===== src/rtl/core/cda_pkg.sv =====
// Shared types, constants and a calendar function for the date advance unit.
`timescale 1ns / 1ps

package cda_pkg;

    localparam logic [3:0]  MONTH_JAN    = 4'd1;
    localparam logic [3:0]  MONTH_FEB    = 4'd2;
    localparam logic [3:0]  MONTH_DEC    = 4'd12;
    localparam logic [4:0]  DAY_FIRST    = 5'd1;
    localparam logic [13:0] LEAP_PERIOD  = 14'd400;
    localparam logic [13:0] YEAR_MAX     = 14'h3FFF;
    localparam int          REDUCE_STEPS = 6;

    typedef struct packed {
        logic [4:0]  start_day;
        logic [3:0]  start_month;
        logic [13:0] start_year;
        logic [15:0] days_ahead;
    } t_date_in;

    typedef struct packed {
        logic [4:0]  end_day;
        logic [3:0]  end_month;
        logic [13:0] end_year;
        logic        date_valid;
    } t_date_out;

    function automatic logic [4:0] month_length(input logic [3:0] month, input logic leap);
        logic [4:0] len;
        len = 5'd0;
        case (month) inside
            MONTH_FEB:                                      len = leap ? 5'd29 : 5'd28;
            4'd4, 4'd6, 4'd9, 4'd11:                        len = 5'd30;
            4'd1, 4'd3, 4'd5, 4'd7, 4'd8, 4'd10, MONTH_DEC: len = 5'd31;
            default:                                        len = 5'd0;
        endcase
        return len;
    endfunction

endpackage


===== src/rtl/core/calendar_date_advance_unit.sv =====
// Top level: Gregorian date check and day-by-day advance over a shared step unit.
`timescale 1ns / 1ps
// Usage:
//   Input channel: i_in_valid / o_in_stall carry one request beat (start date
//   and day count). A beat is taken when i_in_valid is high and o_in_stall low.
//   Output channel: o_out_valid / i_out_stall carry one result beat per request
//   (end date and date_valid flag; invalid dates return zero fields).
//   Sequence: REDUCE_STEPS steps of year-modulo-400 reduction through one
//   compare and subtract unit, a check state, then one step per day of the
//   count (low COUNT_BITS bits of days_ahead), then a load of the result
//   register.
//   Requests: the day stepper is the bottleneck; a new request is taken
//   only when the sequencer is idle, while the previous result may still
//   sit in the output register.
//   Receiver stall: the result beat holds in the output register; a finished
//   request waits in its final state until that register frees up.
//   Reset (synchronous, active low): the sequencer returns to idle and the
//   output register is emptied.
module calendar_date_advance_unit #(
    parameter int COUNT_BITS = 16
) (
    input  logic                i_clk,
    input  logic                i_rst_n,
    input  logic                i_in_valid,
    output logic                o_in_stall,
    input  cda_pkg::t_date_in   i_in_data,
    output logic                o_out_valid,
    input  logic                i_out_stall,
    output cda_pkg::t_date_out  o_out_data
);
    import cda_pkg::*;

    typedef enum logic [2:0] {
        S_IDLE,
        S_REDUCE,
        S_CHECK,
        S_STEP,
        S_DONE
    } t_state;

    t_state                r_state;
    logic [4:0]            r_day;
    logic [3:0]            r_month;
    logic [13:0]           r_year;
    logic [13:0]           r_rem;
    logic [2:0]            r_k;
    logic [COUNT_BITS-1:0] r_left;
    logic                  r_ok;
    t_date_out             r_out;
    logic                  r_out_valid;

    logic [14:0]           n_diff;
    logic [13:0]           n_sub;
    logic                  n_leap;
    logic [4:0]            n_len;
    logic [4:0]            n_day;
    logic [3:0]            n_month;
    logic [13:0]           n_year;
    logic [13:0]           n_rem;
    logic                  n_take;
    logic                  n_out_free;

    assign n_take     = i_in_valid && (r_state == S_IDLE);
    assign n_out_free = !r_out_valid || !i_out_stall;

    always_comb begin
        n_sub  = 14'(LEAP_PERIOD << r_k);
        n_diff = {1'b0, r_rem} - {1'b0, n_sub};
        n_leap = (r_year[1:0] == 2'b00) && !(r_rem inside {14'd100, 14'd200, 14'd300});
        n_len  = month_length(r_month, n_leap);
    end

    // Advance one day, tracking year modulo 400 alongside the year.
    always_comb begin
        n_day   = r_day + 5'd1;
        n_month = r_month;
        n_year  = r_year;
        n_rem   = r_rem;
        if (r_day >= n_len) begin
            n_day = DAY_FIRST;
            if (r_month >= MONTH_DEC) begin
                n_month = MONTH_JAN;
                n_year  = 14'(r_year + 14'd1);
                if (r_year == YEAR_MAX) begin
                    n_rem = '0;
                end else if (r_rem == LEAP_PERIOD - 14'd1) begin
                    n_rem = '0;
                end else begin
                    n_rem = 14'(r_rem + 14'd1);
                end
            end else begin
                n_month = 4'(r_month + 4'd1);
            end
        end
    end

    always_ff @(posedge i_clk) begin
        if (!i_rst_n) begin
            r_state     <= S_IDLE;
            r_out_valid <= 1'b0;
            r_k         <= '0;
            r_ok        <= 1'b0;
            r_day       <= '0;
            r_month     <= '0;
            r_year      <= '0;
            r_rem       <= '0;
            r_left      <= '0;
            r_out       <= '0;
        end else begin
            if ((r_state == S_DONE) && n_out_free) begin
                r_out_valid <= 1'b1;
            end else if (!i_out_stall) begin
                r_out_valid <= 1'b0;
            end
            case (r_state)
                S_IDLE: begin
                    if (n_take) begin
                        r_day   <= i_in_data.start_day;
                        r_month <= i_in_data.start_month;
                        r_year  <= i_in_data.start_year;
                        r_rem   <= i_in_data.start_year;
                        r_left  <= COUNT_BITS'(i_in_data.days_ahead);
                        r_k     <= 3'(REDUCE_STEPS - 1);
                        r_state <= S_REDUCE;
                    end
                end
                S_REDUCE: begin
                    if (!n_diff[14]) begin
                        r_rem <= n_diff[13:0];
                    end
                    if (r_k == '0) begin
                        r_state <= S_CHECK;
                    end else begin
                        r_k <= r_k - 3'd1;
                    end
                end
                S_CHECK: begin
                    r_ok <= (n_len != 5'd0) && (r_day >= DAY_FIRST) && (r_day <= n_len);
                    if ((n_len == 5'd0) || (r_day < DAY_FIRST) || (r_day > n_len)) begin
                        r_day   <= '0;
                        r_month <= '0;
                        r_year  <= '0;
                        r_left  <= '0;
                        r_state <= S_DONE;
                    end else if (r_left == '0) begin
                        r_state <= S_DONE;
                    end else begin
                        r_state <= S_STEP;
                    end
                end
                S_STEP: begin
                    r_day   <= n_day;
                    r_month <= n_month;
                    r_year  <= n_year;
                    r_rem   <= n_rem;
                    r_left  <= r_left - COUNT_BITS'(1);
                    if (r_left == COUNT_BITS'(1)) begin
                        r_state <= S_DONE;
                    end
                end
                S_DONE: begin
                    if (n_out_free) begin
                        r_out.end_day    <= r_day;
                        r_out.end_month  <= r_month;
                        r_out.end_year   <= r_year;
                        r_out.date_valid <= r_ok;
                        r_state          <= S_IDLE;
                    end
                end
                default: begin
                    r_state <= S_IDLE;
                end
            endcase
        end
    end

    assign o_in_stall  = (r_state != S_IDLE);
    assign o_out_valid = r_out_valid;
    assign o_out_data  = r_out;

endmodule


===== config.mk =====
export PLATFORM = sky130hd
export DESIGN_NAME = calendar_date_advance_unit
export DESIGN_NICKNAME = d
export VERILOG_FILES = /design/src/rtl/core/cda_pkg.sv /design/src/rtl/core/calendar_date_advance_unit.sv
export SDC_FILE = /design/constraint.sdc
export NUM_CORES = 1
export LEC_CHECK = 0
export BUFFER_PORTS_ARGS = -buffer_cell sky130_fd_sc_hd__buf_2
export CAP_MARGIN = 10
export CORE_MARGIN = 3
export CORE_UTILIZATION = 54
export CTS_CLUSTER_DIAMETER = 150
export DETAILED_ROUTE_END_ITERATION = 10
export PLACE_DENSITY = 0.78
export SYNTH_ARGS = -nofsm -noshare
export SYNTH_HDL_FRONTEND = slang
export SYNTH_SLANG_ARGS = --single-unit

===== constraint.sdc =====
create_clock -name i_clk -period 3.13 [get_ports i_clk]
set_clock_uncertainty 0.05 [all_clocks]
set_input_delay 0.939 -clock i_clk [delete_from_list [all_inputs] [get_ports i_clk]]
set_output_delay 0.939 -clock i_clk [all_outputs]
set_load 0.005 [all_outputs]

---- Word-level counts from Yosys, hierarchy flattened ----
Index checks and enable logic that the tools add are counted.
operators by class
  reductions and logical operators ........ 31
  shift-type cells ........................ 1
  magnitude comparators ................... 6
  div/mod/pow operators ................... 0
  multipliers ............................. 0
  bitwise gates (word level) .............. 0
  mux-type cells .......................... 39
  eq/ne operators ......................... 32
  add/sub/neg operators ................... 7
operators with widths
  kind                     number
  $mux W14                 9
  $pmux W14 S3             2
  $pmux W16 S3             1
  $mux W16                 2
  $mux W5                  6
  $add A14 B1 Y14 const B  2
  $eq A14 B9 Y1 const B    2
  $mux W3                  8
  $eq A4 B4 Y1 const B     5
  $ne A2 B2 Y1 const B     9
  $eq A16 B1 Y1 const B    1
  $eq A4 B3 Y1 const B     4
  $logic_not A16 Y1        1
  $mux W4                  4
  $sub A16 B1 Y16 const B  1
  $pmux W3 S5              1
  $pmux W5 S3              1
  $sub A14 B14 Y15         1
  $eq A14 B14 Y1 const B   1
  $eq A14 B7 Y1 const B    1
  $eq A14 B8 Y1 const B    1
  $shl A9 B3 Y14 const A   1
  $pmux W4 S3              1
  $reduce_bool A3 Y1       4
  other kinds (31)         47
word-level totals
  word-level logic and storage cells ...... 129
  RAM bits ................................ 0
  output and inout bits ................... 26
  ROM bits ................................ 0
  input port bits ......................... 43
  latch bits .............................. 0
  memories ................................ 0
  register bits after elaboration ......... 85

---- Longest topological paths before layout ----
  depth after elaboration ................. 11
  depth in mapped cells ................... 17
  mapped depth without buffers ............ 15

---- Worst setup path after synthesis ----
No wires, ideal clock.
  path type ............................... register -> register
  from .................................... register r_month[0]
  to ...................................... register r_rem[4]
  library setup time ...................... 0.117 ns
  data arrival time ....................... 3.172 ns
  buffers on the path ..................... 2
  cell stages (with the launch flop) ...... 15
  data required time ...................... 2.963 ns
  period minus slack after synthesis ...... 3.339 ns
  slack ................................... -0.209 ns
  cells stage by stage .................... dfxtp_1 inv_1 ha_1 nor4_2 a221oi_2 nor2_4 ha_1 a21o_1 a31oi_1 o211ai_1 and2_1 buf_2 and2_1 buf_2 a32o_1
on the way
  cells in the longest elaborated chain, start to end .. 8
  elaborated cells on any way between the ends .. 22
  classes of those cells .................. 2 x order compare; 14 x eq/ne; 3 x mux; 3 x reduce/logical
RTL lines
  element                                     line                               text
  start, declared                             calendar_date_advance_unit.sv:43   logic [3:0] r_month;
  start signal, assigned                      calendar_date_advance_unit.sv:119  r_month <= i_in_data.start_month;
  start signal, assigned                      calendar_date_advance_unit.sv:153  r_month <= n_month;
  $eq A4 B1 Y1, or another cell as far along  calendar_date_advance_unit.sv:70   n_len = month_length(r_month, n_leap);
  $reduce_or A7 Y1                            cda_pkg.sv:31                      case (month) inside
  $mux W5 (3 in series)                       cda_pkg.sv:31
  $ge A5 B5 Y1                                calendar_date_advance_unit.sv:79   if (r_day >= n_len) begin
  $ne A2 B2 Y1 (no line)                      n/a
  $reduce_and A5 Y1 (no line) (*)             n/a
  end signal, assigned                        calendar_date_advance_unit.sv:121  r_rem <= i_in_data.start_year;
  end signal, assigned                        calendar_date_advance_unit.sv:129  r_rem <= n_diff[13:0];
  end signal, assigned                        calendar_date_advance_unit.sv:155  r_rem <= n_rem;
  end, declared                               calendar_date_advance_unit.sv:45   logic [13:0] r_rem;
Every way passes the cells marked *; elsewhere a longest branch is shown, timed or not.
A chain may end at the register's enable or synchronous reset.

---- Worst setup path in the final report ----
  from .................................... register r_month[1]
  to ...................................... register r_day[1]
on the way
  cells in the longest elaborated chain, start to end .. 10
  elaborated cells on any way between the ends .. 26
  classes of those cells .................. 2 x order compare; 13 x eq/ne; 5 x mux; 6 x reduce/logical
RTL lines
  element                                               line                               text
  $eq A4 B1 Y1, or another cell as far along            calendar_date_advance_unit.sv:70
  $reduce_or A7 Y1                                      cda_pkg.sv:31
  $mux W5 (2 in series)                                 cda_pkg.sv:31
  $mux W5 (*)                                           cda_pkg.sv:31
  branches (longest 5 deep; another with $gt A5 B5 Y1)  n/a
  end signal, assigned                                  calendar_date_advance_unit.sv:118  r_day <= i_in_data.start_day;
  end signal, assigned                                  calendar_date_advance_unit.sv:152  r_day <= n_day;
  end, declared                                         calendar_date_advance_unit.sv:42   logic [4:0] r_day;
Every way passes the cells marked *.

==> summary.md <==
| Metric | Value |
|---|---|
| Status | finished with violations |
| Violated checks | setup timing |
| Post-synthesis mux area share | between 1.5 and 2% |
| Final TNS setup | -4000 ps |
| Slowest cell delay on critical path | roughly 400 ps |
| Vias in the first global route | 6046 |
| DIE AREA | ~0.012 mm^2 |
| 1st-iter DRT viols | 601 |
| Antenna diodes | 0 |
| # setup viols final | just over 40 |
| PortBufs | 68 |
| Drc violations | 0 |
| Max-capacitance violation count | 0 |
| Synth area leader | dfxtp_1 |
| Via count | 6404 |
| H-tree depth | 3 |
| Global route overflow | 0 |
| Post-Synth Adder-Cell Area | between 7 and 8% |
| Setup crit start kind | flip-flop |
| Top_reg_cell synth | dfxtp_1 |
| Die Wd | between 100 and 150 um |
| Simple-gate share of the synthesized area | 24.7% |
| Number of detailed-route iterations in the first pass | 5 |
| DP Wirelength | around 13 mm |
| Post-synth top area share | around 29% |
| Leakage | roughly 2.8 nW |
| Cell Area, Synth | between 0.005 and 0.006 mm^2 |
| Vias per cell | ~6.4 |
| Async set-reset flop share out of synthesis | 0% |
| CTS tree | yes |
| Initial core utilization | between 50% and 60% |
| Gr usage total | 30.7% |
| Core Region | 0.0104 mm^2 |
| Slowest cell on crit path | dfxtp_4 |
| Yosys cell types | 76 |
| Design area | 0.00727 mm^2 |
| Longest Clk Path Bufs | 2 |
| CTS Buf Count | 9 |
| Wire per inst | ~19 um |
| Initial antenna violation count | 0 |
| Area Overhead vs Synth | 25.5% |
| Type of the tightest min-delay check | reg -> reg |
| Layout cells sized above 1 | approximately a quarter |
| Crit-path max FO | 6 |
| Largest family of logic cells by synthesized area | compound AO/OA/AOI/OAI gates |
| Non-filler instance count after layout | between 900 and 1k |
| WL final | around 19 mm |
| Syn nets | about 840 |
| Worst path cell trace | inv_4, ha_4, mux2i_4, a21oi_4, mux2i_1, nand2_1, o311ai_2, o21ai_1, ha_2, and4_1, a21oi_1, o31a_2, buf_6, o31ai_4, buf_6, buf_12, a211oi_1, a211oi_1 |
| Sequential area share after synthesis | 29.4% |
| Cell with the most instances after synthesis | nand2_1 |
| NumNets Final | approximately 930 |
| Ys Warns | 0 |
| Clk Latency, worst-skew pair | between 300 and 400 ps |
| Fin. max-slew vios | 0 |
| Row count | 37 |
| Compound-Gate Fraction of Synth Area | approximately 29% |
| Final min period | 3290 ps |
| Fill count | 842 |
| Max Fclk | around 0.30 GHz |
| Flip-flop and latch area | 0.00171 mm^2 |
| RSZ-0062 raised after global routing | yes |
| Final Hold Viols | 0 |
| Area of the multi-input gates | just over 0.004 mm^2 |
| Post-synth EDFFs | 0 |
| Clock transition at path regs | 90 ps |
| Post-Syn Instances | 763 |
| Critical path class | reg -> reg |
| First-pass GRT wire length | 29.2 mm |
| Synth cell count leaders | 129 x nand2_1, 85 x dfxtp_1, 79 x a21oi_1 |
| CTS Root Cell | clkbuf_8 |
| Largest net degree at the start of global routing | 49 |
| Worst setup EP type | flip-flop |
| Die Y | roughly 110 um |
| DP Area | between 0.006 and 0.007 mm^2 |
| Worst Path Arrival | about 3600 ps |
| Area contributors post-synth | dfxtp_1 29%, nand2_1 8.4%, ha_1 7.1% |
| FF+latch count, synth | between 80 and 90 |
| Avg Cell Area, Syn | between 7 and 8 um^2 |
| Worst vdd ir | between 0.4 and 0.5 mV |
| Clock tree sinks | 85 |
| Slew of the pin with the lowest slew margin | 707 ps |
| WP data required | roughly 3400 ps |
| Placer congestion estimate | between 0.9 and 1 |
| Rel. slew slack | between 50% and 60% |
| Setup ws final | -156 ps |
| Period utilization | 105% |
| # IOs | 69 |
| Placed insts | 971 |
| ANT nets after route | 0 |
| Pwr Density | roughly 620 mW/mm^2 |
| XOR/XNOR Fraction of Synth Area | 2.72% |
## layout make-up
class | instances | area share, %
Tap cell | 136 | 2.34
Sequential cell | 85 | 23.5
Clock inverter | 4 | 0.757
Timing Repair Buffer | 132 | 12.7
Inverter | 27 | 1.48
Multi-Input combinational cell | 603 | 56.9
Clock buffer | 11 | 2.24
## power by group
part           switching [W]  internal [W]  total (W)
combinational        0.00125      0.000978    0.00223
sequential          0.000182       0.00121    0.00139
clock               0.000443      0.000438   0.000881
total                0.00188       0.00263    0.00451
## layer usage
layer / global-route usage [%] / vias to the layer above / part of all wire, %
met5: 0 / - / 0
met4: 16.4 / 0 / 4.0
met3: 5.11 / 72 / 8.2
met2: 50.9 / 337 / 47
met1: 38.0 / 3001 / 40
li1: - / 2994 / -
## cell usage in the layout (no fill, tap or decap), drive strengths merged, types with 7 or more instances in the layout
cell type  instances
buf              132
nand2            129
dfxtp             85
a21oi             80
nor2              53
o21ai             40
ha                33
inv               26
nor3              26
a211oi            17
o31ai             16
nand3             15
xnor2             14
o211ai            13
nand2b            12
nor4              12
nand4             11
clkbuf            11
mux2i             11
a221oi             9
and2               8
nor2b              7
a32o               7
## path summary, 6_finish.rpt
kind | startpoint | endpoint | slack (ps) | depth (start not counted)
setup reg to reg | r_month[1] | r_day[1] | -160 | 18
hold reg to reg | o_out_data[5] | o_out_data[5] | 410 | 2
hold / removal | o_out_data[5] | o_out_data[5] | 410 | 2
setup / recovery | r_month[1] | r_day[1] | -160 | 18
## registers in the layout, indices dropped and copies added, names as in the netlist, 3 cells and up
name,count
o_out_data,24
r_left,16
r_rem,14
r_year,14
r_day,5
r_month,4
r_k,3
r_state,3
## metrics by stage
stage	util, %	setup slack, ps	total power, W	hold WS [ps]
after floorplan	-	11.7	0.00268	378
after global placement	63.7	36.3	0.00315	392
after detailed placement	63.7	-181	0.00325	396
after CTS	67.4	-12.1	0.00425	408
after global routing	70.1	-278	0.00472	425
final	70.1	-156	0.00451	406
## critical path: cells and delay by family (launching register included)
kind | cells | cell delay [ps]
compound gates | 8 | 1060
fa+ha+maj | 2 | 500
buf+inv | 4 | 500
flops | 1 | 400
mux | 2 | 390
simple gates | 2 | 300
## cell families after synthesis
family          count (synthesis)
flops                          85
buf+inv                        76
mux                            11
xor+xnor                       18
compound gates                243
simple gates                  297
fa+ha+maj                      33
## what timing repair did
action | in CTS | in global routing
hold buffers | 0 | 0
gates cloned | 2 | 1
gates resized for setup | 21 | 62
endpoints found under the setup margin | 46 | 56
pin swaps | 12 | 23
buffers inserted | 5 | 7
Power figures use the tool's default switching activity.
